## src/rtl/gcft_pkg.sv

```systemverilog
// Shared types, constants and tables for the great-circle flight time unit.
package gcft_pkg;

  // CORDIC depth, legal range 12..32
  localparam int CORDIC_STAGES = 24;
  localparam int SQRT_STEPS    = 31;
  localparam int DIV_STEPS     = 29;
  localparam int PREP_LAT      = 4;
  localparam int PIPE_DEPTH    = 1 + PREP_LAT + CORDIC_STAGES + 3 + SQRT_STEPS
                                 + CORDIC_STAGES + 3 + DIV_STEPS + 1;

  localparam int ANG_W  = 30;  // angle in half-microdegrees
  localparam int MAG_W  = 28;  // folded angle magnitude
  localparam int Z_W    = 31;  // Q30 radians, first quadrant
  localparam int CW     = 34;  // CORDIC datapath
  localparam int RAD_W  = 17;
  localparam int SPD_W  = 10;
  localparam int DIST_W = 22;
  localparam int TIME_W = 29;

  localparam logic signed [ANG_W:0] TURN_HU    = 31'sd720000000;
  localparam logic signed [ANG_W:0] HALF_HU    = 31'sd360000000;
  localparam logic signed [ANG_W:0] QUARTER_HU = 31'sd180000000;

  localparam logic [31:0] PI_Q30      = 32'd3373259426;
  localparam logic [71:0] P2_71       = 72'd1 << 71;
  // ceil(2^71 / 703125): exact reciprocal for the angle scale divide
  localparam logic [51:0] ANG_RECIP   = 52'((P2_71 / 72'd703125) + 72'd1);

  localparam logic signed [CW-1:0] CORDIC_START = 34'sd652032874;
  localparam logic [30:0] Q30_ONE  = 31'd1073741824;
  localparam logic [DIST_W-1:0] DIST_MAX = 22'd4194303;
  localparam logic [TIME_W-1:0] TIME_MAX = 29'd536870911;
  localparam logic [RAD_W-1:0]  RADIUS_RESET = 17'd39588;
  localparam logic [SPD_W-1:0]  SPEED_RESET  = 10'd500;

  // config register indexes
  localparam logic REG_RADIUS = 1'b0;
  localparam logic REG_SPEED  = 1'b1;

  localparam logic [29:0] ATAN_Q30 [32] = '{
    30'h3243F6A8, 30'h1DAC6705, 30'h0FADBAFC, 30'h07F56EA6, 30'h03FEAB76,
    30'h01FFD55B, 30'h00FFFAAA, 30'h007FFF55, 30'h003FFFEA, 30'h001FFFFD,
    30'h000FFFFF, 30'h0007FFFF, 30'h0003FFFF, 30'h0001FFFF, 30'h0000FFFF,
    30'h00007FFF, 30'h00003FFF, 30'h00001FFF, 30'h00000FFF, 30'h000007FF,
    30'h000003FF, 30'h000001FF, 30'h000000FF, 30'h0000007F, 30'h0000003F,
    30'h0000001F, 30'h0000000F, 30'h00000008, 30'h00000004, 30'h00000002,
    30'h00000001, 30'h00000000
  };

  typedef struct packed {
    logic signed [CW-1:0] x;
    logic signed [CW-1:0] y;
    logic signed [CW-1:0] z;
    logic                 flag;
  } cordic_t;

  typedef struct packed {
    logic [61:0] rad;
    logic [32:0] rem;
    logic [30:0] root;
  } sqrt_t;

  typedef struct packed {
    logic [TIME_W-1:0] num;
    logic [SPD_W-1:0]  rem;
    logic [TIME_W-1:0] quo;
    logic [DIST_W-1:0] distance;
  } div_t;

endpackage

```

## src/rtl/gcft_sqrt_cell.sv

```systemverilog
// One digit step of a bit-pair integer square root.
module gcft_sqrt_cell import gcft_pkg::*; (
  input  logic  clk,
  input  logic  en,
  input  sqrt_t din,
  output sqrt_t dout
);

  logic [34:0] cur;
  logic [34:0] trial;
  logic        ge;

  always_comb begin
    cur   = {din.rem, din.rad[61:60]};
    trial = {2'b00, din.root, 2'b01};
    ge    = cur >= trial;
  end

  always_ff @(posedge clk) begin
    if (en) begin
      dout.rad  <= {din.rad[59:0], 2'b00};
      dout.rem  <= ge ? 33'(cur - trial) : 33'(cur);
      dout.root <= {din.root[29:0], ge};
    end
  end

endmodule

```

## config.mk

```make
export PLATFORM = sky130hd
export DESIGN_NAME = gcft_sqrt_cell
export DESIGN_NICKNAME = d
export VERILOG_FILES = /design/src/rtl/gcft_pkg.sv /design/src/rtl/gcft_sqrt_cell.sv
export SDC_FILE = /design/constraint.sdc
export NUM_CORES = 1
export LEC_CHECK = 0
export BUFFER_PORTS_ARGS = -buffer_cell sky130_fd_sc_hd__buf_2
export CORE_MARGIN = 2
export CORE_UTILIZATION = 49
export CTS_CLUSTER_DIAMETER = 150
export CTS_CLUSTER_SIZE = 24
export DETAILED_ROUTE_END_ITERATION = 16
export PLACE_DENSITY = 0.8
export RECOVER_POWER = 50
export SKIP_LAST_GASP = 1
export SYNTH_ARGS = -nofsm -noshare
export SYNTH_HDL_FRONTEND = slang
export SYNTH_SLANG_ARGS = --single-unit
export TNS_END_PERCENT = 100
```

## constraint.sdc

```tcl
create_clock -name clk -period 4.1 [get_ports clk]
set_input_delay 0.615 -clock clk [delete_from_list [all_inputs] [get_ports clk]]
set_output_delay 0.615 -clock clk [all_outputs]
set_load 0.05 [all_outputs]
```

**Word level (Yosys, flattened, before mapping)**

Index checks and enable logic that the tools add are counted.

- $lt $le $gt $ge: 1
- $add $sub $neg: 1
- Muxes and demuxes: 1

Operator list:

| kind | count |
|---|---|
| 35-bit by 33-bit >= comparator with 1-bit output | 1 |
| 33-bit two-way mux | 1 |
| 33-bit subtractor | 1 |

- Bits in registers: 124
- Logic and storage cells: 6

**Longest topological paths before layout**

- Word-level depth: 2
- Depth in mapped cells: 14

**Least setup slack after synthesis**

No wires, ideal clock.

- Path type: input to register
- From: in din[30] in the netlist's numbering
- To: reg dout[40] in the netlist's numbering, data pin
- Required time: 3.840 ns
- Slack: 1.060 ns
- Buffers on the path: 3
- Stages: 12
- Data arrival time: 2.780 ns
- Cell sequence: inv_1 -> ha_1 -> nor3b_2 -> nand4_1 -> or4_1 -> o21a_1 -> buf_6 -> o21a_4 -> buf_12 -> inv_12 -> buf_12 -> mux2_4

- Word-level cells in the longest chain between the ends: 2

RTL lines:

| what | RTL line | text |
|---|---|---|
| start: declaration | gcft_sqrt_cell.sv:5 | `input sqrt_t din,` |
| 35-bit by 33-bit >= comparator with 1-bit output | gcft_sqrt_cell.sv:16 | `ge = cur >= trial;` |
| 33-bit two-way mux | gcft_sqrt_cell.sv:22 | `dout.rem <= ge ? 33'(cur - trial) : 33'(cur);` |
| end: declaration | gcft_sqrt_cell.sv:6 | `output sqrt_t dout` |

No other way between the ends.
A chain may end at the register's enable or synchronous reset.

**Worst setup path after layout**

- From: in din[13] in the netlist's numbering
- To: reg dout[39] in the netlist's numbering, data pin

The elaborated chain is that of the path after synthesis.

==> flow_metrics.py <==
metrics = {
    "clocking": {
        "hold_buffers": 0,
        "cts_buffers": 17,
        "path_clk_slew_ns": 0.06,
        "postCtsSetupBuffers": 0,
        "cts_max_level": 4,
        "numClockSinks": 124,
        "cts_resized": 0,
        "cts-root-buf": "clkbuf_16",
        "clockBufferDepth": 2,
        "cts_tree": "yes",
    },
    "die": {
        "die_h_um": 119,
        "die_x_um": 119,
        "initial_core_util_pct": 49.6,
        "rows": 42,
        "dieArea_sq_mm": 0.0142,
        "core_area_sq_mm": 0.0131,
        "ioPinCount": 254,
    },
    "worst_setup_path": {
        "cp.depth": 11,
        "cp_max_fo": 26,
        "cp-start-kind": "primary input",
        "critPathBufInv": 3,
        "max_stage_delay_ns": 0.48,
        "end_kind": "flop",
        "worstPathArrival_ns": 3.28,
        "crit_chain": "clkbuf_1 > inv_1 > ha_1 > nand4_1 > nor2_1 > nand3_1 > o2111ai_2 > a41oi_4 > o21a_4 > inv_12 > mux2_2",
        "crit_family": "compound AO/OA/AOI/OAI gates",
        "cp_data_required_time_ns": 4.26,
        "critPathKind": "in -> reg",
        "cp_slowest_cell": "ha_1",
    },
    "route": {
        "postRouteAntennaNets": 0,
        "drc": 0,
        "dr.pass1.iters": 5,
        "wl_per_cell_um": 17.9,
        "drt-total-wl_um": 17200,
        "drt-initial-drc-count": 288,
        "vias": 5118,
        "vias_per_cell": 5.33,
    },
    "timing": {
        "fmax_ghz": 0.320,
        "fin_tns_setup_ns": 0,
        "layout_setup_ws_ns": 0.977,
        "grt_setup_unrepaired": "no",
        "setup_viol": 0,
        "holdWs_ns": 0.369,
        "slew_violations": 46,
        "max_slew_margin_pct": -68.2,
        "hold_viol": 0,
        "min_period_over_period_pct": 76.2,
        "fin_crit_ns": 3.12,
        "tightest_slew_ns": 2.52,
    },
    "power_and_ir_drop": {
        "irDropWorstVdd_mv": 0.269,
        "p_per_area_mw_per_mm2": 492,
        "total_power_w": 0.00413,
        "leakagePower_nw": 3.65,
    },
    "global_route": {
        "grt.overflow.total": 0,
        "antenna_found_initial": 1,
        "grt_max_degree": 80,
        "grt_pass1_wl_um": 26000,
        "grt_pass1_vias": 5043,
        "globalRouteTotalUtil_pct": 24.1,
    },
    "cells_and_area": {
        "largest_reg_flops": 124,
        "fill_cells": 1003,
        "reg_top3": "dout x124",
        "fin_nets": 932,
        "drive_gt1_share_pct": 37.8,
        "area_growth_pct": 29.4,
        "final_cell_area_sq_mm": 0.00840,
        "regMostFlops": "dout",
    },
    "min_path": {
        "holdPathEnd": "dout[107]",
        "hold_start": "din[105]",
        "min_path_cells": 1,
        "holdCritPathClass": "in -> reg",
    },
    "logic_synthesis": {
        "yosys_warnings": 0,
        "ys_seq_area_share_pct": 57.4,
        "synthFlopType": "edfxtp_1",
        "avgSynthCellArea_sq_um": 12.7,
        "yosys-top-cells-area": "edfxtp_1 (57%), ha_1 (6.4%), mux2_4 (4.2%)",
        "synth_edf_count": 124,
        "synth_top_cell_by_area": "edfxtp_1",
        "syn_inst": 513,
        "synth_seq_cells": 124,
        "synth.distinct_cells": 60,
        "synthesis.area_sq_mm": 0.00649,
        "synth_top_area_share_pct": 57.4,
        "ys_async_sr_fraction_pct": 0,
    },
    "place": {
        "gp_congestion": 0.860,
        "place_area_sq_mm": 0.00786,
        "dpl_worst_slack_ns": 0.570,
        "dp_hpwl_um": 13400,
        "io_buffers": 251,
    },
    "outcome": {
        "violations": "max-capacitance violations, max-slew violations",
        "status": "finished with violations",
    },
    "job": {
        "maxCapViolCount": 1,
    },
}
final cells by class:
class	count	area, sq um	area share (%)
antenna	1	2.50	0.0298
clock buffer	20	437	5.20
clock inverter	12	124	1.47
inverter	51	204	2.43
multi-input combinational	325	2440	29.0
sequential	124	3720	44.3
tap	176	220	2.62
timing repair buffer	252	1250	14.9
layout by cell type, fill, tap and decap left out, types with 10 or more instances in the layout:
master     instances
ha_1              33
mux2_4            18
inv_1             50
nand2_1           30
o211ai_1          10
a21oi_1           37
clkbuf_16         17
xnor2_1           22
buf_2            230
nor3_1            11
edfxtp_1         124
nand3_1           12
clkbuf_1          24
o21ai_0           20
nor2_1            27
metrics by stage:
step | utilization, % | cells
2_1_floorplan | - | 514
3_3_place_gp | 60.1 | 928
3_5_place_dp | 60.1 | 928
4_1_cts | 64.4 | 960
5_1_grt | 64.2 | 960
6_report | 64.2 | 961
how the worst max path moves through the flow:
stage | start | end
after floorplan | din[30] | dout[40]
final | din[13] | dout[39]
after global placement | din[13] | dout[39]
after global routing | din[10] | dout[39]
after detailed placement | din[13] | dout[39]
after CTS | din[13] | dout[39]
logic make-up (layout without fill, tap and decap cells):
kind of cell | after synthesis | after routing | share of synthesized area, %
AOI/OAI and AO/OA | 127 | 127 | 13.6
DFF | 124 | 124 | 57.4
adders and majority gates | 33 | 33 | 6.36
xor gates and xnor gates | 24 | 24 | 3.24
buffers and inverters | 65 | 335 | 5.15
and+or+nand+nor | 111 | 111 | 8.37
other | 1 | 3 | 0.0578
muxes | 28 | 28 | 5.82
per-layer routing:
layer / GRT usage [%] / part of all wire (%)
met1: 27.0 / 39
met4: 8.11 / 1.5
met2: 43.5 / 52
met3: 7.18 / 7.8
met5: 0 / 0
cell usage after synthesis, types with 3 or more instances:
master       n
buf_2        5
edfxtp_1   124
ha_1        33
nand2_1     30
mux2_4      18
a211o_1      3
nand2b_1     6
mux2_2       6
o21bai_1     5
nor3_1      11
nand4_1      6
a21oi_1     37
xnor2_1     22
a21oi_2      3
inv_1       50
o21ai_0     20
buf_12       3
o21a_1       7
o211ai_1    10
nor2_1      27
a2111oi_0    3
and3_1       4
mux2i_1      4
o31ai_1      6
a21o_1       4
a221oi_1     3
nand3_1     12
a211oi_1     4
nor4_1       5
power by group:
part | internal [W] | leakage, nW | total [W] | switching, W
Combinational | 0.000334 | 2.17 | 0.00114 | 0.000802
Clock | 0.000887 | 0.269 | 0.00141 | 0.000520
Sequential | 0.00155 | 1.21 | 0.00159 | 0.0000320
No activity file was read; power rests on OpenSTA's default activity.
