[src/rtl/gcft_pkg.sv]
// Shared types, constants and tables for the great-circle flight time unit.
package gcft_pkg;

  // CORDIC depth, legal range 12..32
  localparam int CORDIC_STAGES = 24;
  localparam int SQRT_STEPS    = 31;
  localparam int DIV_STEPS     = 29;
  localparam int PREP_LAT      = 4;
  localparam int PIPE_DEPTH    = 1 + PREP_LAT + CORDIC_STAGES + 3 + SQRT_STEPS
                                 + CORDIC_STAGES + 3 + DIV_STEPS + 1;

  localparam int ANG_W  = 30;  // angle in half-microdegrees
  localparam int MAG_W  = 28;  // folded angle magnitude
  localparam int Z_W    = 31;  // Q30 radians, first quadrant
  localparam int CW     = 34;  // CORDIC datapath
  localparam int RAD_W  = 17;
  localparam int SPD_W  = 10;
  localparam int DIST_W = 22;
  localparam int TIME_W = 29;

  localparam logic signed [ANG_W:0] TURN_HU    = 31'sd720000000;
  localparam logic signed [ANG_W:0] HALF_HU    = 31'sd360000000;
  localparam logic signed [ANG_W:0] QUARTER_HU = 31'sd180000000;

  localparam logic [31:0] PI_Q30      = 32'd3373259426;
  localparam logic [71:0] P2_71       = 72'd1 << 71;
  // ceil(2^71 / 703125): exact reciprocal for the angle scale divide
  localparam logic [51:0] ANG_RECIP   = 52'((P2_71 / 72'd703125) + 72'd1);

  localparam logic signed [CW-1:0] CORDIC_START = 34'sd652032874;
  localparam logic [30:0] Q30_ONE  = 31'd1073741824;
  localparam logic [DIST_W-1:0] DIST_MAX = 22'd4194303;
  localparam logic [TIME_W-1:0] TIME_MAX = 29'd536870911;
  localparam logic [RAD_W-1:0]  RADIUS_RESET = 17'd39588;
  localparam logic [SPD_W-1:0]  SPEED_RESET  = 10'd500;

  // config register indexes
  localparam logic REG_RADIUS = 1'b0;
  localparam logic REG_SPEED  = 1'b1;

  localparam logic [29:0] ATAN_Q30 [32] = '{
    30'h3243F6A8, 30'h1DAC6705, 30'h0FADBAFC, 30'h07F56EA6, 30'h03FEAB76,
    30'h01FFD55B, 30'h00FFFAAA, 30'h007FFF55, 30'h003FFFEA, 30'h001FFFFD,
    30'h000FFFFF, 30'h0007FFFF, 30'h0003FFFF, 30'h0001FFFF, 30'h0000FFFF,
    30'h00007FFF, 30'h00003FFF, 30'h00001FFF, 30'h00000FFF, 30'h000007FF,
    30'h000003FF, 30'h000001FF, 30'h000000FF, 30'h0000007F, 30'h0000003F,
    30'h0000001F, 30'h0000000F, 30'h00000008, 30'h00000004, 30'h00000002,
    30'h00000001, 30'h00000000
  };

  typedef struct packed {
    logic signed [CW-1:0] x;
    logic signed [CW-1:0] y;
    logic signed [CW-1:0] z;
    logic                 flag;
  } cordic_t;

  typedef struct packed {
    logic [61:0] rad;
    logic [32:0] rem;
    logic [30:0] root;
  } sqrt_t;

  typedef struct packed {
    logic [TIME_W-1:0] num;
    logic [SPD_W-1:0]  rem;
    logic [TIME_W-1:0] quo;
    logic [DIST_W-1:0] distance;
  } div_t;

endpackage

[src/rtl/gcft_angle_prep.sv]
// Angle reduction and half-microdegree to Q30 radian scaling, four stages.
module gcft_angle_prep import gcft_pkg::*; (
  input  logic                    clk,
  input  logic                    en,
  input  logic signed [ANG_W-1:0] angle,
  output logic [Z_W-1:0]          z,
  output logic                    flip
);

  logic signed [ANG_W:0] v;
  logic signed [ANG_W:0] r;
  logic signed [ANG_W:0] f;
  logic                  fold;
  logic [MAG_W-1:0]      mag_c;
  logic [59:0]           scaled;
  logic [102:0]          sum;

  // stage registers
  logic [MAG_W-1:0] mag;
  logic             flip1;
  logic [50:0]      quot_in;
  logic             flip2;
  logic [51:0]      p_hh;
  logic [51:0]      p_hl;
  logic [50:0]      p_lh;
  logic [50:0]      p_ll;
  logic             flip3;

  always_comb begin
    v = {angle[ANG_W-1], angle};
    if (v >= HALF_HU) begin
      r = v - TURN_HU;
    end else if (v < -HALF_HU) begin
      r = v + TURN_HU;
    end else begin
      r = v;
    end
    // fold into [-90, 90] degrees; cosine changes sign
    if (r > QUARTER_HU) begin
      f    = r - HALF_HU;
      fold = 1'b1;
    end else if (r < -QUARTER_HU) begin
      f    = r + HALF_HU;
      fold = 1'b1;
    end else begin
      f    = r;
      fold = 1'b0;
    end
    mag_c  = f[ANG_W] ? MAG_W'(-f) : MAG_W'(f);
    scaled = 60'(mag) * 60'(PI_Q30) + 60'(QUARTER_HU);
    sum    = (103'(p_hh) << 51) + (103'(p_hl) << 25) + (103'(p_lh) << 26) + 103'(p_ll);
  end

  always_ff @(posedge clk) begin
    if (en) begin
      mag     <= mag_c;
      flip1   <= fold;
      // divide by 360000000 = 512 * 703125
      quot_in <= scaled[59:9];
      flip2   <= flip1;
      p_hh    <= 52'(quot_in[50:25]) * 52'(ANG_RECIP[51:26]);
      p_hl    <= 52'(quot_in[50:25]) * 52'(ANG_RECIP[25:0]);
      p_lh    <= 51'(quot_in[24:0]) * 51'(ANG_RECIP[51:26]);
      p_ll    <= 51'(quot_in[24:0]) * 51'(ANG_RECIP[25:0]);
      flip3   <= flip2;
      z       <= sum[101:71];
      flip    <= flip3;
    end
  end

endmodule
[config.mk]
export PLATFORM = sky130hd
export DESIGN_NAME = gcft_angle_prep
export DESIGN_NICKNAME = d
export VERILOG_FILES = /design/src/rtl/gcft_pkg.sv /design/src/rtl/gcft_angle_prep.sv
export SDC_FILE = /design/constraint.sdc
export NUM_CORES = 2
export LEC_CHECK = 0
export BUFFER_PORTS_ARGS = -buffer_cell sky130_fd_sc_hd__buf_2
export CAP_MARGIN = 20
export CORE_MARGIN = 5
export CORE_UTILIZATION = 65
export DETAILED_ROUTE_END_ITERATION = 7
export PLACE_DENSITY = 0.81
export SETUP_SLACK_MARGIN = 0.15
export SLEW_MARGIN = 20
export SYNTH_ARGS = -nofsm -noshare
export SYNTH_HDL_FRONTEND = slang
export SYNTH_SLANG_ARGS = --single-unit
[constraint.sdc]
create_clock -name clk -period 10.3 [get_ports clk]
set_clock_uncertainty 0.2 [all_clocks]
set_input_delay 1.03 -clock clk [delete_from_list [all_inputs] [get_ports clk]]
set_output_delay 1.03 -clock clk [all_outputs]
set_load 0.02 [all_outputs]
# Yosys cells after proc, flatten, opt, wreduce, memory -nomap -nowiden
# Cells that the tools add are included.
word_totals:
  register_bits: 313
  inputBits: 32
  out_inout_bits: 32
  wordCells: 35
op_classes:
  n_addsub: 9
  multipliers: 5
  magnitude_cmp: 4
  mux: 6
ops:
  columns: ["op", "n"]
  rows:
  - ["102-bit by 77-bit adder with 102-bit output", 2]
  - ["31-bit two-way mux", 4]
  - ["102-bit by 51-bit adder with 102-bit output", 1]
  - ["60-bit by 28-bit adder with 60-bit output (second input constant)", 1]
  - ["28-bit by 31-bit multiplier with 59-bit output (second input constant)", 1]
  - ["25-bit by 26-bit multiplier with 51-bit output (second input constant)", 1]
  - ["26-bit by 26-bit multiplier with 51-bit output (second input constant)", 1]
  - ["26-bit by 23-bit multiplier with 49-bit output (second input constant)", 1]
  - ["25-bit by 23-bit multiplier with 48-bit output (second input constant)", 1]
  - ["30-bit by 31-bit adder with 31-bit output (second input constant)", 1]
  - ["31-bit by 30-bit adder with 31-bit output (second input constant)", 1]
  - ["31-bit by 29-bit > comparator with 1-bit output (second input constant)", 1]
  - ["31-bit by 29-bit less-than comparator with 1-bit output (second input constant)", 1]
  - ["30-bit by 31-bit subtractor with 31-bit output (second input constant)", 1]
  - ["31-bit by 30-bit subtractor with 31-bit output (second input constant)", 1]
  - ["30-bit greater-or-equal comparator (second input constant)", 1]
  - ["30-bit less-than comparator (second input constant)", 1]
  - ["28-bit two-way mux", 1]
  - ["28-bit negator", 1]
  - ["1-bit two-way mux", 1]

# Longest topological paths before layout
depth:
  depth_word: 8
  depth_mapped: 32
  mapped_depth_nobuf: 31

# Worst setup path after synthesis
# No wires, ideal clock.
synth_timing:
  path_kind: "flip-flop to flip-flop"
  startpoint: "reg mag[11]"
  endpoint: "reg quot_in[50], data pin"
  setup_time_ns: 0.268
  arrival_ns: 7.840
  required_time_ns: 9.832
  path_slack_ns: 1.993
  path_stages_with_launch: 30
  n_path_buf: 1
  period_less_slack_ns: 8.307
  cell_sequence: "edfxtp_1 inv_1 fa_1 inv_1 fa_1 inv_1 fa_1 fa_1 inv_1 fa_1 fa_1 inv_1 fa_1 inv_1 ha_1 clkbuf_1 a21oi_1 o21ai_0 o31ai_1 a21boi_0 o21a_1 o21ai_0 a2111oi_0 a311oi_1 nor4b_1 nand3_1 nor2_1 nand3_1 nor4_1 xnor3_1"
synth_via:
  elab_chain_len: 2
synth_rtl:
  columns: ["element", "line", "source"]
  rows:
  - ["start, declared", "gcft_angle_prep.sv:19", "logic [MAG_W-1:0] mag;"]
  - ["start signal, assigned", "gcft_angle_prep.sv:56", "mag <= mag_c;"]
  - ["28-bit by 31-bit multiplier with 59-bit output", "gcft_angle_prep.sv:50", "scaled = 60'(mag) * 60'(PI_Q30) + 60'(QUARTER_HU);"]
  - ["60-bit by 28-bit adder with 60-bit output", "gcft_angle_prep.sv:50", null]
  - ["via scaled[59]", "gcft_angle_prep.sv:15", "logic [59:0] scaled;"]
  - ["end signal, assigned", "gcft_angle_prep.sv:59", "quot_in <= scaled[59:9];"]
  - ["end, declared", "gcft_angle_prep.sv:21", "logic [50:0] quot_in;"]
# The timed path passes the listed nets, and every way through them passes these cells.
# A chain may end at the register's enable or synchronous reset.

# Worst setup path in the final report
layout_timing:
  startpoint: "reg mag[2]"
  endpoint: "reg quot_in[50], data pin"
# Same word-level chain as after synthesis.

==> impl_metrics.ini <==
[sta]
relSlewSlack_pct = 26.6
grt_setup_unrepaired = no
finalMaxSlewViolations = 0
worst_slew_pin_slew_ns = 1.10
clock.fmax_mhz = 107
fin_crit_ns = 9.39
setup_viol = 0
hold_viol_final = 0
period_share_pct = 91.1
finalSetupTns_ns = 0

[setup_path]
critPathCaptureType = flip-flop
crit_top_cell = fa_1
reg2reg_depth = 29
arrival_ns = 9.52
startpoint = mag[2]$_DFFE_PP_
r2r_slack_ns = 0.91
cpMaxStageDelayCell = fa_1
slowest_delay_ns = 0.52
r2r-start = mag[2]$_DFFE_PP_
worst-setup-path-type = reg -> reg
crit_path_max_fanout = 6
reg2reg_to = quot_in[50]$_DFFE_PP_
critPathRequiredTime_ns = 10.43
crit_path_start_kind = flip-flop

[logic_synthesis]
ys_async_sr_fraction_pct = 0
ys_top_cells_by_count = 1,960 x inv_1, 1,370 x fa_1, 1,352 x ha_1
synth_edf_count = 289
yosysUniqueCellTypes = 101
synth-warning-count = 0
synth.most_common_cell = inv_1
netlist_area_um2 = 73500
syn-instance-count = 7015
synth_top_area_share_pct = 37.3
syn_area_per_cell_um2 = 10.5
ys_ff_latch = 289
syn_nets = 9769
yosysSeqAreaShare_pct = 11.8
synth_top_area_cell = fa_1
synth_flop_cell = edfxtp_1
synth_area_leaders = fa_1 37%, ha_1 23%, edfxtp_1 12%

[floorplanning]
die_y_um = 346
io_pins = 64
fp-row-count = 123
start_util_pct = 65.4
core_area_um2 = 112000
die_x_um = 346
die-area_um2 = 120000

[global_route]
grt_usage_pct = 34.4
grt_pass1_wl_mm = 314
grt_max_degree = 83
antenna_found_initial = 3
grt_pass1_vias = 54000
grt-ovfl-total = 0

[clock_tree]
root_buffer = clkbuf_16
tritoncts = yes
clkTransAtPathRegs_ns = 0.06
hold_buffers = 0
cts_sinks = 289
htree_levels = 2
cts_max_path_buffers = 3
cts_buffers = 37
clock_latency_ns = 0.65

[placed_design]
gp_congestion = 1.06
hpwl_mm = 178
io_buffers = 63

[route]
dr_wl_met2_mm = 94.9
via_per_inst = 5.83
finalWirelength_mm = 203
met3_length_mm = 15.7
wl_per_cell_um = 23.4
highest_layer = met5
postRouteAntennaNets = 0
num_vias = 50500
drt_iter0_markers = 3959
drc_errors = 0
first_pass_iters = 6
m1WireLength_mm = 81.8

[layout]
n_antenna_cell = 0
final_nets = 9880
n_fill_cell = 8498
drive_gt1_share_pct = 3.30
syn2layout_area_growth_pct = 5.02

[status]
status = complete, no violations

[min_path]
holdPathEnd = flip3$_DFFE_PP_
holdCritStartpoint = flip2$_DFFE_PP_
hold_depth = 0
hp-class = reg -> reg

[flow_run]
maxCapViolCount = 0
## placed cells by master, fill, tap and decap left out, types with 7 or more instances in the layout
cell type	count
buf_4	60
o21a_1	41
nor2_1	217
nor4_1	23
o21bai_1	21
o41ai_1	8
a211o_1	17
o32ai_1	7
and3_1	29
a211oi_1	37
edfxtp_1	289
xnor2_1	235
o31a_1	12
o21ai_0	142
nand3_1	73
nor2b_1	36
o211ai_1	24
a31oi_1	24
ha_1	1352
o211a_1	13
buf_2	62
fa_1	1370
a21boi_0	14
inv_1	1960
and2_1	26
and4_1	8
nand2_1	155
xor2_1	105
a31o_2	7
o31ai_1	18
or2_2	17
a21oi_1	225
nand2b_1	45
clkbuf_16	38
or3_1	23
nor3_1	72
nand4_1	35
a21o_1	124
clkinv_1	8
o22ai_1	14
## worst max-delay path, delay by kind of cell (launching register included)
| family | cells | cell delay [ns] |
|---|---|---|
| adder cells (fa/ha/maj) | 8 | 3.70 |
| flip-flops | 1 | 0.50 |
| AND/OR/NAND/NOR | 6 | 1.82 |
| XOR/XNOR | 1 | 0.26 |
| buffers and inverters | 6 | 0.60 |
| AO/OA/AOI/OAI | 8 | 2.03 |
## routing by layer
layer  up-vias  track usage [%]
met5         -                0
met4         4             13.8
met3       498             6.31
met2      1975             56.1
met1     25400             46.0
li1      22600                -
## flip-flops by register name, summed over array words and instances (netlist names), 25 cells and up
name	count
p_hh	51
quot_in	51
mag	28
p_ll	25
p_lh	51
z	31
p_hl	48
## through the flow
step / cell area, um2 / std cells / setup slack (ns) / hold slack (ns) / utilization, %
after global placement: 75900 / 8587 / 1.10 / 0.206 / 67.6
after detailed placement: 75900 / 8587 / 0.832 / 0.211 / 67.6
final: 77200 / 8653 / 0.912 / 0.226 / 68.7
after floorplan: 73500 / 7015 / 1.99 / 0.200 / -
after CTS: 77200 / 8653 / 0.801 / 0.230 / 68.7
after global routing: 77200 / 8653 / 0.183 / 0.250 / 68.7
## cells by family after synthesis
family          after synthesis  synth area share, %
compound gates              852                 7.93
xor+xnor                    343                 4.13
fa+ha+maj                  2722                 60.4
buf+inv                    2013                 10.3
flops                       289                 11.8
mux                           1               0.0136
simple gates                795                 5.44
## area by class of cell
type	instances	area (um2)	share of cell area (%)
Clock inverter	23	283	0.366
Multi-Input combinational cell	4713	57200	74.1
Timing Repair Buffer	123	776	1.01
Tap cell	1500	1880	2.43
Inverter	1962	7360	9.54
Clock buffer	43	970	1.26
Sequential cell	289	8680	11.2
## worst max path at each step
| stage | slack, ns | cells after the start | end |
|---|---|---|---|
| after global routing | 0.18 | 29 | quot_in[50]$_DFFE_PP_ |
| after floorplan | 1.99 | 29 | quot_in[50]$_DFFE_PP_ |
| after CTS | 0.80 | 29 | quot_in[50]$_DFFE_PP_ |
| after global placement | 1.10 | 29 | quot_in[50]$_DFFE_PP_ |
| final | 0.91 | 29 | quot_in[50]$_DFFE_PP_ |
| after detailed placement | 0.83 | 29 | quot_in[50]$_DFFE_PP_ |
## repair_timing
| action | 4_1_cts | 5_1_grt |
|---|---|---|
| gates resized for setup | 0 | 1 |
| setup buffers | 0 | 0 |
| endpoints found under the setup margin | 0 | 1 |
Power is left out: the tool's default activity adds up to more than one toggle a clock period on the data nets, which glitch-free logic cannot reach.
