### src/rtl/gcft_pkg.sv
// Shared types, constants and tables for the great-circle flight time unit.
package gcft_pkg;

  // CORDIC depth, legal range 12..32
  localparam int CORDIC_STAGES = 24;
  localparam int SQRT_STEPS    = 31;
  localparam int DIV_STEPS     = 29;
  localparam int PREP_LAT      = 4;
  localparam int PIPE_DEPTH    = 1 + PREP_LAT + CORDIC_STAGES + 3 + SQRT_STEPS
                                 + CORDIC_STAGES + 3 + DIV_STEPS + 1;

  localparam int ANG_W  = 30;  // angle in half-microdegrees
  localparam int MAG_W  = 28;  // folded angle magnitude
  localparam int Z_W    = 31;  // Q30 radians, first quadrant
  localparam int CW     = 34;  // CORDIC datapath
  localparam int RAD_W  = 17;
  localparam int SPD_W  = 10;
  localparam int DIST_W = 22;
  localparam int TIME_W = 29;

  localparam logic signed [ANG_W:0] TURN_HU    = 31'sd720000000;
  localparam logic signed [ANG_W:0] HALF_HU    = 31'sd360000000;
  localparam logic signed [ANG_W:0] QUARTER_HU = 31'sd180000000;

  localparam logic [31:0] PI_Q30      = 32'd3373259426;
  localparam logic [71:0] P2_71       = 72'd1 << 71;
  // ceil(2^71 / 703125): exact reciprocal for the angle scale divide
  localparam logic [51:0] ANG_RECIP   = 52'((P2_71 / 72'd703125) + 72'd1);

  localparam logic signed [CW-1:0] CORDIC_START = 34'sd652032874;
  localparam logic [30:0] Q30_ONE  = 31'd1073741824;
  localparam logic [DIST_W-1:0] DIST_MAX = 22'd4194303;
  localparam logic [TIME_W-1:0] TIME_MAX = 29'd536870911;
  localparam logic [RAD_W-1:0]  RADIUS_RESET = 17'd39588;
  localparam logic [SPD_W-1:0]  SPEED_RESET  = 10'd500;

  // config register indexes
  localparam logic REG_RADIUS = 1'b0;
  localparam logic REG_SPEED  = 1'b1;

  localparam logic [29:0] ATAN_Q30 [32] = '{
    30'h3243F6A8, 30'h1DAC6705, 30'h0FADBAFC, 30'h07F56EA6, 30'h03FEAB76,
    30'h01FFD55B, 30'h00FFFAAA, 30'h007FFF55, 30'h003FFFEA, 30'h001FFFFD,
    30'h000FFFFF, 30'h0007FFFF, 30'h0003FFFF, 30'h0001FFFF, 30'h0000FFFF,
    30'h00007FFF, 30'h00003FFF, 30'h00001FFF, 30'h00000FFF, 30'h000007FF,
    30'h000003FF, 30'h000001FF, 30'h000000FF, 30'h0000007F, 30'h0000003F,
    30'h0000001F, 30'h0000000F, 30'h00000008, 30'h00000004, 30'h00000002,
    30'h00000001, 30'h00000000
  };

  typedef struct packed {
    logic signed [CW-1:0] x;
    logic signed [CW-1:0] y;
    logic signed [CW-1:0] z;
    logic                 flag;
  } cordic_t;

  typedef struct packed {
    logic [61:0] rad;
    logic [32:0] rem;
    logic [30:0] root;
  } sqrt_t;

  typedef struct packed {
    logic [TIME_W-1:0] num;
    logic [SPD_W-1:0]  rem;
    logic [TIME_W-1:0] quo;
    logic [DIST_W-1:0] distance;
  } div_t;

endpackage

### src/rtl/gcft_div_cell.sv
// One quotient bit of a restoring divide by the travel speed.
module gcft_div_cell import gcft_pkg::*; (
  input  logic             clk,
  input  logic             en,
  input  logic [SPD_W-1:0] speed,
  input  div_t             din,
  output div_t             dout
);

  logic [SPD_W:0] trial;
  logic           ge;

  always_comb begin
    trial = {din.rem, din.num[TIME_W-1]};
    ge    = trial >= {1'b0, speed};
  end

  always_ff @(posedge clk) begin
    if (en) begin
      dout.num      <= {din.num[TIME_W-2:0], 1'b0};
      dout.rem      <= ge ? SPD_W'(trial - {1'b0, speed}) : trial[SPD_W-1:0];
      dout.quo      <= {din.quo[TIME_W-2:0], ge};
      dout.distance <= din.distance;
    end
  end

endmodule

### config.mk
export PLATFORM = sky130hd
export DESIGN_NAME = gcft_div_cell
export DESIGN_NICKNAME = d
export VERILOG_FILES = /design/src/rtl/gcft_pkg.sv /design/src/rtl/gcft_div_cell.sv
export SDC_FILE = /design/constraint.sdc
export NUM_CORES = 1
export LEC_CHECK = 0
export ABC_CLOCK_PERIOD_IN_PS = 4600
export BUFFER_PORTS_ARGS = -buffer_cell sky130_fd_sc_hd__buf_2
export CAP_MARGIN = 0
export CORE_ASPECT_RATIO = 0.75
export CORE_MARGIN = 2
export CORE_UTILIZATION = 45
export CTS_BUF_LIST = sky130_fd_sc_hd__clkbuf_8
export DETAILED_ROUTE_END_ITERATION = 12
export PLACE_DENSITY = 0.82
export SLEW_MARGIN = 20
export SYNTH_ARGS = -nofsm -noshare
export SYNTH_HDL_FRONTEND = slang
export SYNTH_SLANG_ARGS = --single-unit
### constraint.sdc
create_clock -name clk -period 4.6 [get_ports clk]
set_clock_uncertainty 0.1 [all_clocks]
set_input_delay 0.92 -clock clk [delete_from_list [all_inputs] [get_ports clk]]
set_output_delay 0.92 -clock clk [all_outputs]
set_load 0.005 [all_outputs]
Word-level counts from Yosys, hierarchy flattened
Cells that the tools add are included.

word-level totals
  flip-flop bits (word level) = 89
  word-level logic and storage cells = 7
  bits in read-only memories = 0
  latch bits = 0
  memories = 0
  bits in writable memories = 0

cells by class
  bitwise operators = 0
  shift-type cells = 0
  divide/modulo/power cells = 0
  add/subtract/negate cells = 1
  reduce and logical (&&, ||, !) cells = 0
  equal/unequal tests = 0
  multiplexer cells = 1
  $mul = 0
  $lt $le $gt $ge = 1

operators by type and width
  operator        count
  $ge 11x10->1    1
  $mux 10         1
  $sub 10x10->10  1

Longest topological paths before layout
Gate-level depths: netlist of run 1.

  depth in word-level cells = 2
  depth in mapped cells = 9
  gate-level depth less buffers = 9

Worst setup path before layout of run 1
OpenSTA, ideal clock, no wires.

  path kind = input-to-reg
  start = input din[89] in the netlist's numbering
  end = register dout[59] in the netlist's numbering, data pin
  stages = 9
  path slack = 1722 ps
  required time = 4240 ps
  data arrival time = 2518 ps
  library setup time = 260 ps
  buffers on the path = 0
  cells stage by stage = inv_1 -> ha_1 -> inv_1 -> fa_1 -> a211oi_1 -> o21bai_1 -> a221oi_1 -> xnor2_1 -> mux2_4

between the ends
  cells in the longest elaborated chain, start to end = 2
  elaborated cells on any way between the ends = 3
  those cells by class = 1 x add/sub; 1 x order compare; 1 x mux

RTL lines
  item                                                   line                                      source
  start: declaration                                     gcft_div_cell.sv:6                        input div_t din,
  $sub 10x10->10 / $ge 11x10->1 (equally long branches)  gcft_div_cell.sv:21, gcft_div_cell.sv:15
  $mux 10 *                                              gcft_div_cell.sv:21                       dout.rem <= ge ? SPD_W'(trial - {1'b0, speed}) : trial[SPD_W-1:0];
  end: declaration                                       gcft_div_cell.sv:7                        output div_t dout

Every way passes the cells marked *; elsewhere a longest branch is shown, timed or not.
A chain may end at the register's enable or synchronous reset.

Final worst setup path of run 1
Ends and elaborated chain as after synthesis.

==> results of run 1 <==
[cells in the final DEF (no fill, tap or decap), types with 2 or more instances in the layout]
| cell type | count |
|---|---|
| edfxtp_1 | 89 |
| ha_1 | 10 |
| inv_6 | 2 |
| xnor2_1 | 5 |
| nor4_1 | 2 |
| xor2_1 | 2 |
| clkbuf_8 | 9 |
| a21o_1 | 2 |
| nand2_1 | 5 |
| mux2_4 | 7 |
| a21oi_1 | 5 |
| nor2_1 | 3 |
| inv_1 | 13 |
| bufinv_16 | 2 |
| o21ai_0 | 2 |
| buf_2 | 188 |
[cells by family (layout without fill, tap and decap cells)]
group / after synthesis / after routing / share of synthesized area
flip-flops: 89 / 89 / 0.8082
AO/OA/AOI/OAI: 19 / 19 / 0.04692
AND/OR/NAND/NOR: 16 / 16 / 0.02535
buffers and inverters: 14 / 218 / 0.01778
adder cells (fa/ha/maj): 11 / 11 / 0.04389
multiplexers: 9 / 9 / 0.03821
XOR/XNOR: 7 / 7 / 0.01854
other: 1 / 1 / 0.001134
[worst paths after layout]
| path | from | endpoint | slack, ps | cells after the start |
|---|---|---|---|---|
| worst min-delay path | din[27] | dout[28] | 640 | 1 |
| worst max-delay path | din[89] | dout[59] | 1720 | 10 |
[per-stage QoR]
step                power [mW]  hold WS, ps  setup WS [ps]  cells    util
CTS                      1.814        619.4           1750    471  0.6350
global route             1.872        614.6           1638    471  0.6350
finish                   1.793        641.1           1719    471  0.6350
floorplan                1.104        918.9           1722    166       -
global placement         1.237        997.0           1510    455  0.6051
detailed placement       1.247        998.1           1371    455  0.6051
[metal layers]
layer  up-vias  global-route usage  share of wire
li1       1031                   -              -
met5         -                   0              0
met4         0             0.05658          0.015
met1      1018              0.1872           0.36
met2        95              0.3175           0.52
met3        10             0.07658           0.10
[where the power goes]
part | switching (mW) | internal, mW
Combinational | 0.113 | 0.123
Sequential | 0.0163 | 0.974
Clock | 0.261 | 0.306
[final cells by class]
class	count	area (µm²)	area share
Tap cell	101	126.4	0.02753
Inverter	13	51.30	0.01117
Clock buffer	9	123.9	0.02698
Timing Repair Buffer	189	948.4	0.2066
Clock inverter	7	92.59	0.02017
Multi-Input combinational cell	63	575.6	0.1254
Sequential cell	89	2673	0.5822
==> results.json, run 1 <==
{
  "hpwl_um": 5667,
  "drive_above_1_share": 0.5811,
  "synthArstFlopShare": 0,
  "cts_root_buf": "clkbuf_8",
  "end_kind": "flip-flop",
  "drc_errors": 0,
  "synth_cell_types": 34,
  "worstPathArrival_ps": 2880,
  "postCtsSetupRepairBufs": 0,
  "track_usage": 0.1777,
  "grt_max_degree": 90,
  "cts.clk_slew.worst_paths_ps": 90,
  "nFillCells": 563,
  "clockBufferDepth": 2,
  "cp-start-kind": "input port",
  "largest_register_ffs": 89,
  "grt_pass1_wl_um": 10540,
  "fmax_mhz": 347.1,
  "reg_top3": "dout (89)",
  "hold_viol_final": 0,
  "vias": 2154,
  "tns_ps": 0,
  "rows": 27,
  "synth_edf_count": 89,
  "cp.required_ps": 4600,
  "routed_via_density": 4.573,
  "holdBufCountCts": 0,
  "ir_worst_vdd_uv": 183.0,
  "cap_violations": 0,
  "ys_ff_latch": 89,
  "synthCells": 166,
  "drt-pass1-iter-count": 4,
  "port_buffers": 189,
  "avgRoutedWirePerCell_um": 15.81,
  "initial_core_util": 0.4574,
  "dieArea_mm2": 0.008058,
  "synthTopCellsByCount": "edfxtp_1, inv_1, ha_1",
  "report.final.slew_viol_count": 0,
  "core-area_mm2": 0.007229,
  "drt-initial-drc-count": 93,
  "status": "completed",
  "synth_nets": 279,
  "synth_most_common_cell": "edfxtp_1",
  "diodes": 0,
  "synth_top_area_cell": "edfxtp_1",
  "grt_pass1_vias": 2021,
  "routed_wl_um": 7445,
  "syn_area_per_cell_um2": 19.92,
  "cts_inserted_buffers": 9,
  "leakage_nw": 2.050,
  "ys_seq_area_frac": 0.8082,
  "synth.area.top_cells": "edfxtp_1, ha_1, mux2_4",
  "min_period_ps": 2881,
  "cpPeakStageDelay_ps": 420,
  "die_w_um": 103.0,
  "tightest_slew_ps": 1082,
  "hold_class": "input port to flip-flop",
  "cts.sinks": 89,
  "cts_tree": "built",
  "syn2layout_area_growth_pct": 38.82,
  "grt_setup_unrepaired": "false",
  "regMostFlops": "dout",
  "fin_nets": 478,
  "cp_top_family": "compound AO/OA/AOI/OAI gates",
  "ys.flop_type": "edfxtp_1",
  "overflow": 0,
  "period_share": 0.6263,
  "htreeDepth": 3,
  "place_area_mm2": 0.004374,
  "worst-path-buf-inv": 3,
  "setup_viol": 0,
  "critical-path-slowest-cell": "fa_1",
  "design_area_mm2": 0.004591,
  "pwr_density_cell_mw_per_mm2": 390.6,
  "syn_area_mm2": 0.003307,
  "synth_top_area_frac": 0.8082,
  "antenna_found_initial": 0,
  "die_h_um": 78.24,
  "worst_path_most_repeated_cell": "inv_1",
  "crit_fanout": 3,
  "io_pins": 192,
  "critical_path_class": "input port to flip-flop",
  "relSlewSlack": 0.2784,
  "cts_resized": 0,
  "crit_chain": "buf_2, inv_1, ha_1, inv_1, fa_1, a211oi_1, o21bai_1, a221oi_1, xnor2_1, mux2_4",
  "gp_congestion": 0.8907,
  "synth_warnings": 0,
  "drtAntennaViolNets": 0
}
Power figures use the tool's default switching activity.
==> inputs of run 2 (changes only) <==
--- a/config.mk
+++ b/config.mk
@@ -5,7 +5,7 @@
 export SDC_FILE = /design/constraint.sdc
 export NUM_CORES = 1
 export LEC_CHECK = 0
-export ABC_CLOCK_PERIOD_IN_PS = 4600
+export ABC_CLOCK_PERIOD_IN_PS = 3000
 export BUFFER_PORTS_ARGS = -buffer_cell sky130_fd_sc_hd__buf_2
 export CAP_MARGIN = 0
 export CORE_ASPECT_RATIO = 0.75
==> constraint.sdc (replaced) <==
create_clock -name clk -period 3 [get_ports clk]
set_clock_uncertainty 0.1 [all_clocks]
set_input_delay 0.6 -clock clk [delete_from_list [all_inputs] [get_ports clk]]
set_output_delay 0.6 -clock clk [all_outputs]
set_load 0.005 [all_outputs]
==> results.json, run 2 (synthesis gave the netlist of run 1 again) <==
{
  "cts.sinks": 89,
  "crit_fanout": 3,
  "critical_path_class": "input port to flip-flop",
  "drt-initial-drc-count": 126,
  "fmax_mhz": 401.2,
  "clockBufferDepth": 2,
  "regMostFlops": "dout",
  "grt_pass1_vias": 2128,
  "layout_common_cells": "buf_2, edfxtp_1, inv_1",
  "diodes": 0,
  "cap_violations": 0,
  "core-area_mm2": 0.007229,
  "hpwl_um": 6125,
  "grt_max_degree": 60,
  "final_common_cell": "buf_2",
  "avgRoutedWirePerCell_um": 16.79,
  "routed_via_density": 4.652,
  "comb_power_share": 0.142,
  "cts_inserted_buffers": 9,
  "hold_class": "input port to flip-flop",
  "die_h_um": 78.24,
  "port_buffers": 189,
  "worstHoldPathCells": 1,
  "end_kind": "flip-flop",
  "report.final.slew_viol_count": 0,
  "period_share": 0.8309,
  "reg_top3": "dout (89)",
  "pwr_density_cell_mw_per_mm2": 565.5,
  "cts_root_buf": "clkbuf_8",
  "hold_viol_final": 0,
  "initial_core_util": 0.4574,
  "ir_worst_vdd_uv": 235.3,
  "dieArea_mm2": 0.008058,
  "drive_above_1_share": 0.5784,
  "switching_share": 0.2321,
  "largest_register_ffs": 89,
  "setup_ws_ps": 507.3,
  "die_w_um": 103.0,
  "holdBufCountCts": 0,
  "cts.clk_slew.worst_paths_ps": 90,
  "postCtsSetupRepairBufs": 0,
  "drc_errors": 0,
  "post-route-util": 0.6301,
  "rows": 27,
  "io_pins": 192,
  "cts_tree": "built",
  "cp-start-kind": "input port",
  "leakage_nw": 2.040,
  "routed_wl_um": 7906,
  "htreeDepth": 3,
  "antenna_found_initial": 0,
  "vias": 2191,
  "syn2layout_area_growth_pct": 37.76,
  "grt_setup_unrepaired": "false",
  "p_switching_uw": 597.9,
  "fin_nets": 479,
  "drt-pass1-iter-count": 4,
  "worstPathArrival_ps": 2500,
  "grt_pass1_wl_um": 10980,
  "cp.required_ps": 3010,
  "hold_end": "dout[34]",
  "cts_resized": 0,
  "min_period_ps": 2493,
  "p_seq_frac": 0.590,
  "hold_start": "din[33]",
  "drtAntennaViolNets": 0,
  "track_usage": 0.1885,
  "overflow": 0,
  "setup_viol": 0,
  "tns_ps": 0,
  "pre_cts_slack_ps": 146.3,
  "gp_congestion": 0.8708,
  "p_clk_frac": 0.268,
  "status": "completed",
  "p_int_mw": 1.978
}
==> run 2: critical path, cell delays in order <==
cell	delay, ps
buf_2	100
inv_1	70
ha_1	160
inv_1	50
fa_1	430
a211oi_1	270
o21bai_1	150
a221oi_1	310
xnor2_1	110
mux2_4	260
==> run 2: cell type report <==
class / instances / area [µm²]
Inverter: 13 / 51.30
Timing Repair Buffer: 190 / 968.4
Tap cell: 101 / 126.4
Sequential cell: 89 / 2673
Fill cell: 561 / 2674
Clock inverter: 6 / 37.54
Clock buffer: 9 / 123.9
Multi-Input combinational cell: 63 / 575.6
==> run 2: power by group through the flow <==
stage	combinational [mW]	clock, mW	sequential, mW
CTS	0.372	0.714	1.52
floorplan	0.127	0	1.57
global route	0.402	0.764	1.53
detailed placement	0.371	0	1.55
finish	0.367	0.690	1.52
global placement	0.358	0	1.54
==> run 2: metal layers <==
| layer | global-route usage | wire (µm) | vias to the layer above |
|---|---|---|---|
| li1 | - | - | 1030 |
| met1 | 0.1911 | 2741 | 1048 |
| met2 | 0.3435 | 4222 | 101 |
| met3 | 0.07925 | 797 | 12 |
| met4 | 0.06579 | 144 | 0 |
| met5 | 0 | 0 | - |
==> run 2: worst max-delay path by stage <==
stage / from / endpoint / slack [ps] / cells after the start
after global placement: din[89] / dout[59] / 230 / 10
after floorplan: din[89] / dout[59] / 440 / 9
after global routing: din[89] / dout[59] / 400 / 10
after CTS: din[89] / dout[59] / 530 / 10
final: din[89] / dout[59] / 510 / 10
after detailed placement: din[89] / dout[59] / 150 / 10
==> run 2: stage by stage <==
| step | area (µm²) | hold WS [ps] | std cells | power (mW) |
|---|---|---|---|---|
| finish | 4556 | 324.0 | 471 | 2.576 |
| global route | 4556 | 292.1 | 471 | 2.695 |
| CTS | 4556 | 300.2 | 471 | 2.607 |
| detailed placement | 4394 | 678.1 | 456 | 1.919 |
| global placement | 4394 | 677.1 | 456 | 1.899 |
| floorplan | 3307 | 598.9 | 166 | 1.692 |
==> inputs of run 3 (changes only) <==
--- a/config.mk
+++ b/config.mk
@@ -5,7 +5,7 @@
 export SDC_FILE = /design/constraint.sdc
 export NUM_CORES = 1
 export LEC_CHECK = 0
-export ABC_CLOCK_PERIOD_IN_PS = 3000
+export ABC_CLOCK_PERIOD_IN_PS = 2400
 export BUFFER_PORTS_ARGS = -buffer_cell sky130_fd_sc_hd__buf_2
 export CAP_MARGIN = 0
 export CORE_ASPECT_RATIO = 0.75
==> constraint.sdc (replaced) <==
create_clock -name clk -period 2.4 [get_ports clk]
set_clock_uncertainty 0.1 [all_clocks]
set_input_delay 0.48 -clock clk [delete_from_list [all_inputs] [get_ports clk]]
set_output_delay 0.48 -clock clk [all_outputs]
set_load 0.005 [all_outputs]
==> results.json, run 3 (synthesis gave the netlist of run 1 again) <==
{
  "worstHoldPathCells": 1,
  "worst-path-buf-inv": 3,
  "postCtsSetupRepairBufs": 0,
  "diodes": 0,
  "drc_errors": 0,
  "drt-initial-drc-count": 74,
  "grt_pass1_wl_um": 10720,
  "setup_viol": 0,
  "cts_inserted_buffers": 9,
  "report.final.slew_viol_count": 0,
  "final_common_cell": "buf_2",
  "syn2layout_area_growth_pct": 44.04,
  "hold_viol_final": 0,
  "layout_common_cells": "buf_2, edfxtp_1, buf_4",
  "routed_via_density": 4.539,
  "ir_worst_vdd_uv": 284.7,
  "reg_top3": "dout (89)",
  "drive_above_1_share": 0.6117,
  "power_mw": 3.305,
  "holdBufCountCts": 0,
  "grt_pass1_vias": 2197,
  "die_w_um": 103.0,
  "cap_violations": 0,
  "grt_max_degree": 37,
  "holdWs_ps": 197.5,
  "cts_tree": "built",
  "hold_start": "din[23]",
  "port_buffers": 189,
  "min_period_ps": 2302,
  "hpwl_um": 5916,
  "initial_core_util": 0.4574,
  "track_usage": 0.1842,
  "end_kind": "flip-flop",
  "drtAntennaViolNets": 0,
  "cts_resized": 0,
  "critical-path-slowest-cell": "fa_1",
  "fin_nets": 502,
  "crit_chain": "buf_2, inv_1, ha_1, inv_1, fa_1, a211oi_1, o21bai_1, a221oi_2, xnor2_1, mux2_4",
  "regMostFlops": "dout",
  "vias": 2247,
  "worst_path_most_repeated_cell": "inv_1",
  "pwr_density_cell_mw_per_mm2": 693.9,
  "hold_class": "input port to flip-flop",
  "core-area_mm2": 0.007229,
  "clockBufferDepth": 2,
  "cts_root_buf": "clkbuf_8",
  "overflow": 0,
  "die_h_um": 78.24,
  "routed_wl_um": 7431,
  "io_pins": 192,
  "fmax_mhz": 434.5,
  "dieArea_mm2": 0.008058,
  "gp_congestion": 0.8035,
  "cts.sinks": 89,
  "placed_cells": 479,
  "cp.required_ps": 2410,
  "cpPeakStageDelay_ps": 400,
  "crit_fanout": 2,
  "period_share": 0.9590,
  "status": "completed",
  "antenna_found_initial": 0,
  "largest_register_ffs": 89,
  "avgRoutedWirePerCell_um": 15.01,
  "htreeDepth": 3,
  "hold_end": "dout[24]",
  "cp_top_family": "compound AO/OA/AOI/OAI gates",
  "critical_path_class": "input port to flip-flop",
  "cts.clk_slew.worst_paths_ps": 90,
  "rows": 27,
  "stdcell_count": 495,
  "cp-start-kind": "input port",
  "grt_setup_unrepaired": "false",
  "drt-pass1-iter-count": 4,
  "worstPathArrival_ps": 2310,
  "leakage_nw": 2.154
}
run 3: cell count changes in the layout (fill, tap and decap cells not counted):
cell,change
inv_6,+2
buf_4,+22
clkinv_4,-1
a221oi_2,+1
clkinv_1,-1
buf_12,+1
clkinvlp_4,+2
a221oi_1,-1
inv_1,-1
run 3: final cells by class:
| cell class | count | area, µm² |
|---|---|---|
| clock buffers | 9 | 123.9 |
| flip-flops and latches | 89 | 2673 |
| clock inverters | 7 | 53.80 |
| well taps | 101 | 126.4 |
| inverters | 13 | 51.30 |
| fillers | 549 | 2466 |
| multi-input cells | 63 | 581.8 |
| repair buffers | 213 | 1154 |
run 3: through the flow:
stage	utilization	setup slack [ps]	cell area, µm²	TNS, ps
finish	0.6589	98.38	4763	0
global route	0.6589	23.64	4763	0
CTS	0.6589	102.2	4763	0
detailed placement	0.6343	-266.4	4586	-1082
global placement	0.6343	-171.0	4586	-733.3
floorplan	-	10.20	3313	0
run 3: how the worst max path moves through the flow:
| stage | startpoint | endpoint | slack (ps) | depth (start not counted) |
|---|---|---|---|---|
| after global placement | din[89] | dout[59] | -170 | 10 |
| final | din[89] | dout[59] | 100 | 10 |
| after CTS | din[89] | dout[59] | 100 | 10 |
| after global routing | din[89] | dout[59] | 20 | 10 |
| after floorplan | din[89] | dout[59] | 10 | 9 |
| after detailed placement | din[89] | dout[59] | -270 | 10 |
run 3: where the power goes:
group | switching (mW) | total [mW] | leakage [nW] | internal (mW)
Clock | 0.523 | 0.908 | 0.0880 | 0.385
Sequential | 0.0303 | 1.90 | 0.871 | 1.87
Combinational | 0.222 | 0.501 | 1.19 | 0.279
Total | 0.776 | 3.31 | 2.15 | 2.53
run 3: per-layer routing:
layer / GRT usage / up-vias / routed length [µm]
met2: 0.3221 / 106 / 3982
met4: 0.08026 / 0 / 177
met3: 0.08192 / 18 / 823
met1: 0.1890 / 1044 / 2448
met5: 0 / - / 0
li1: - / 1079 / -
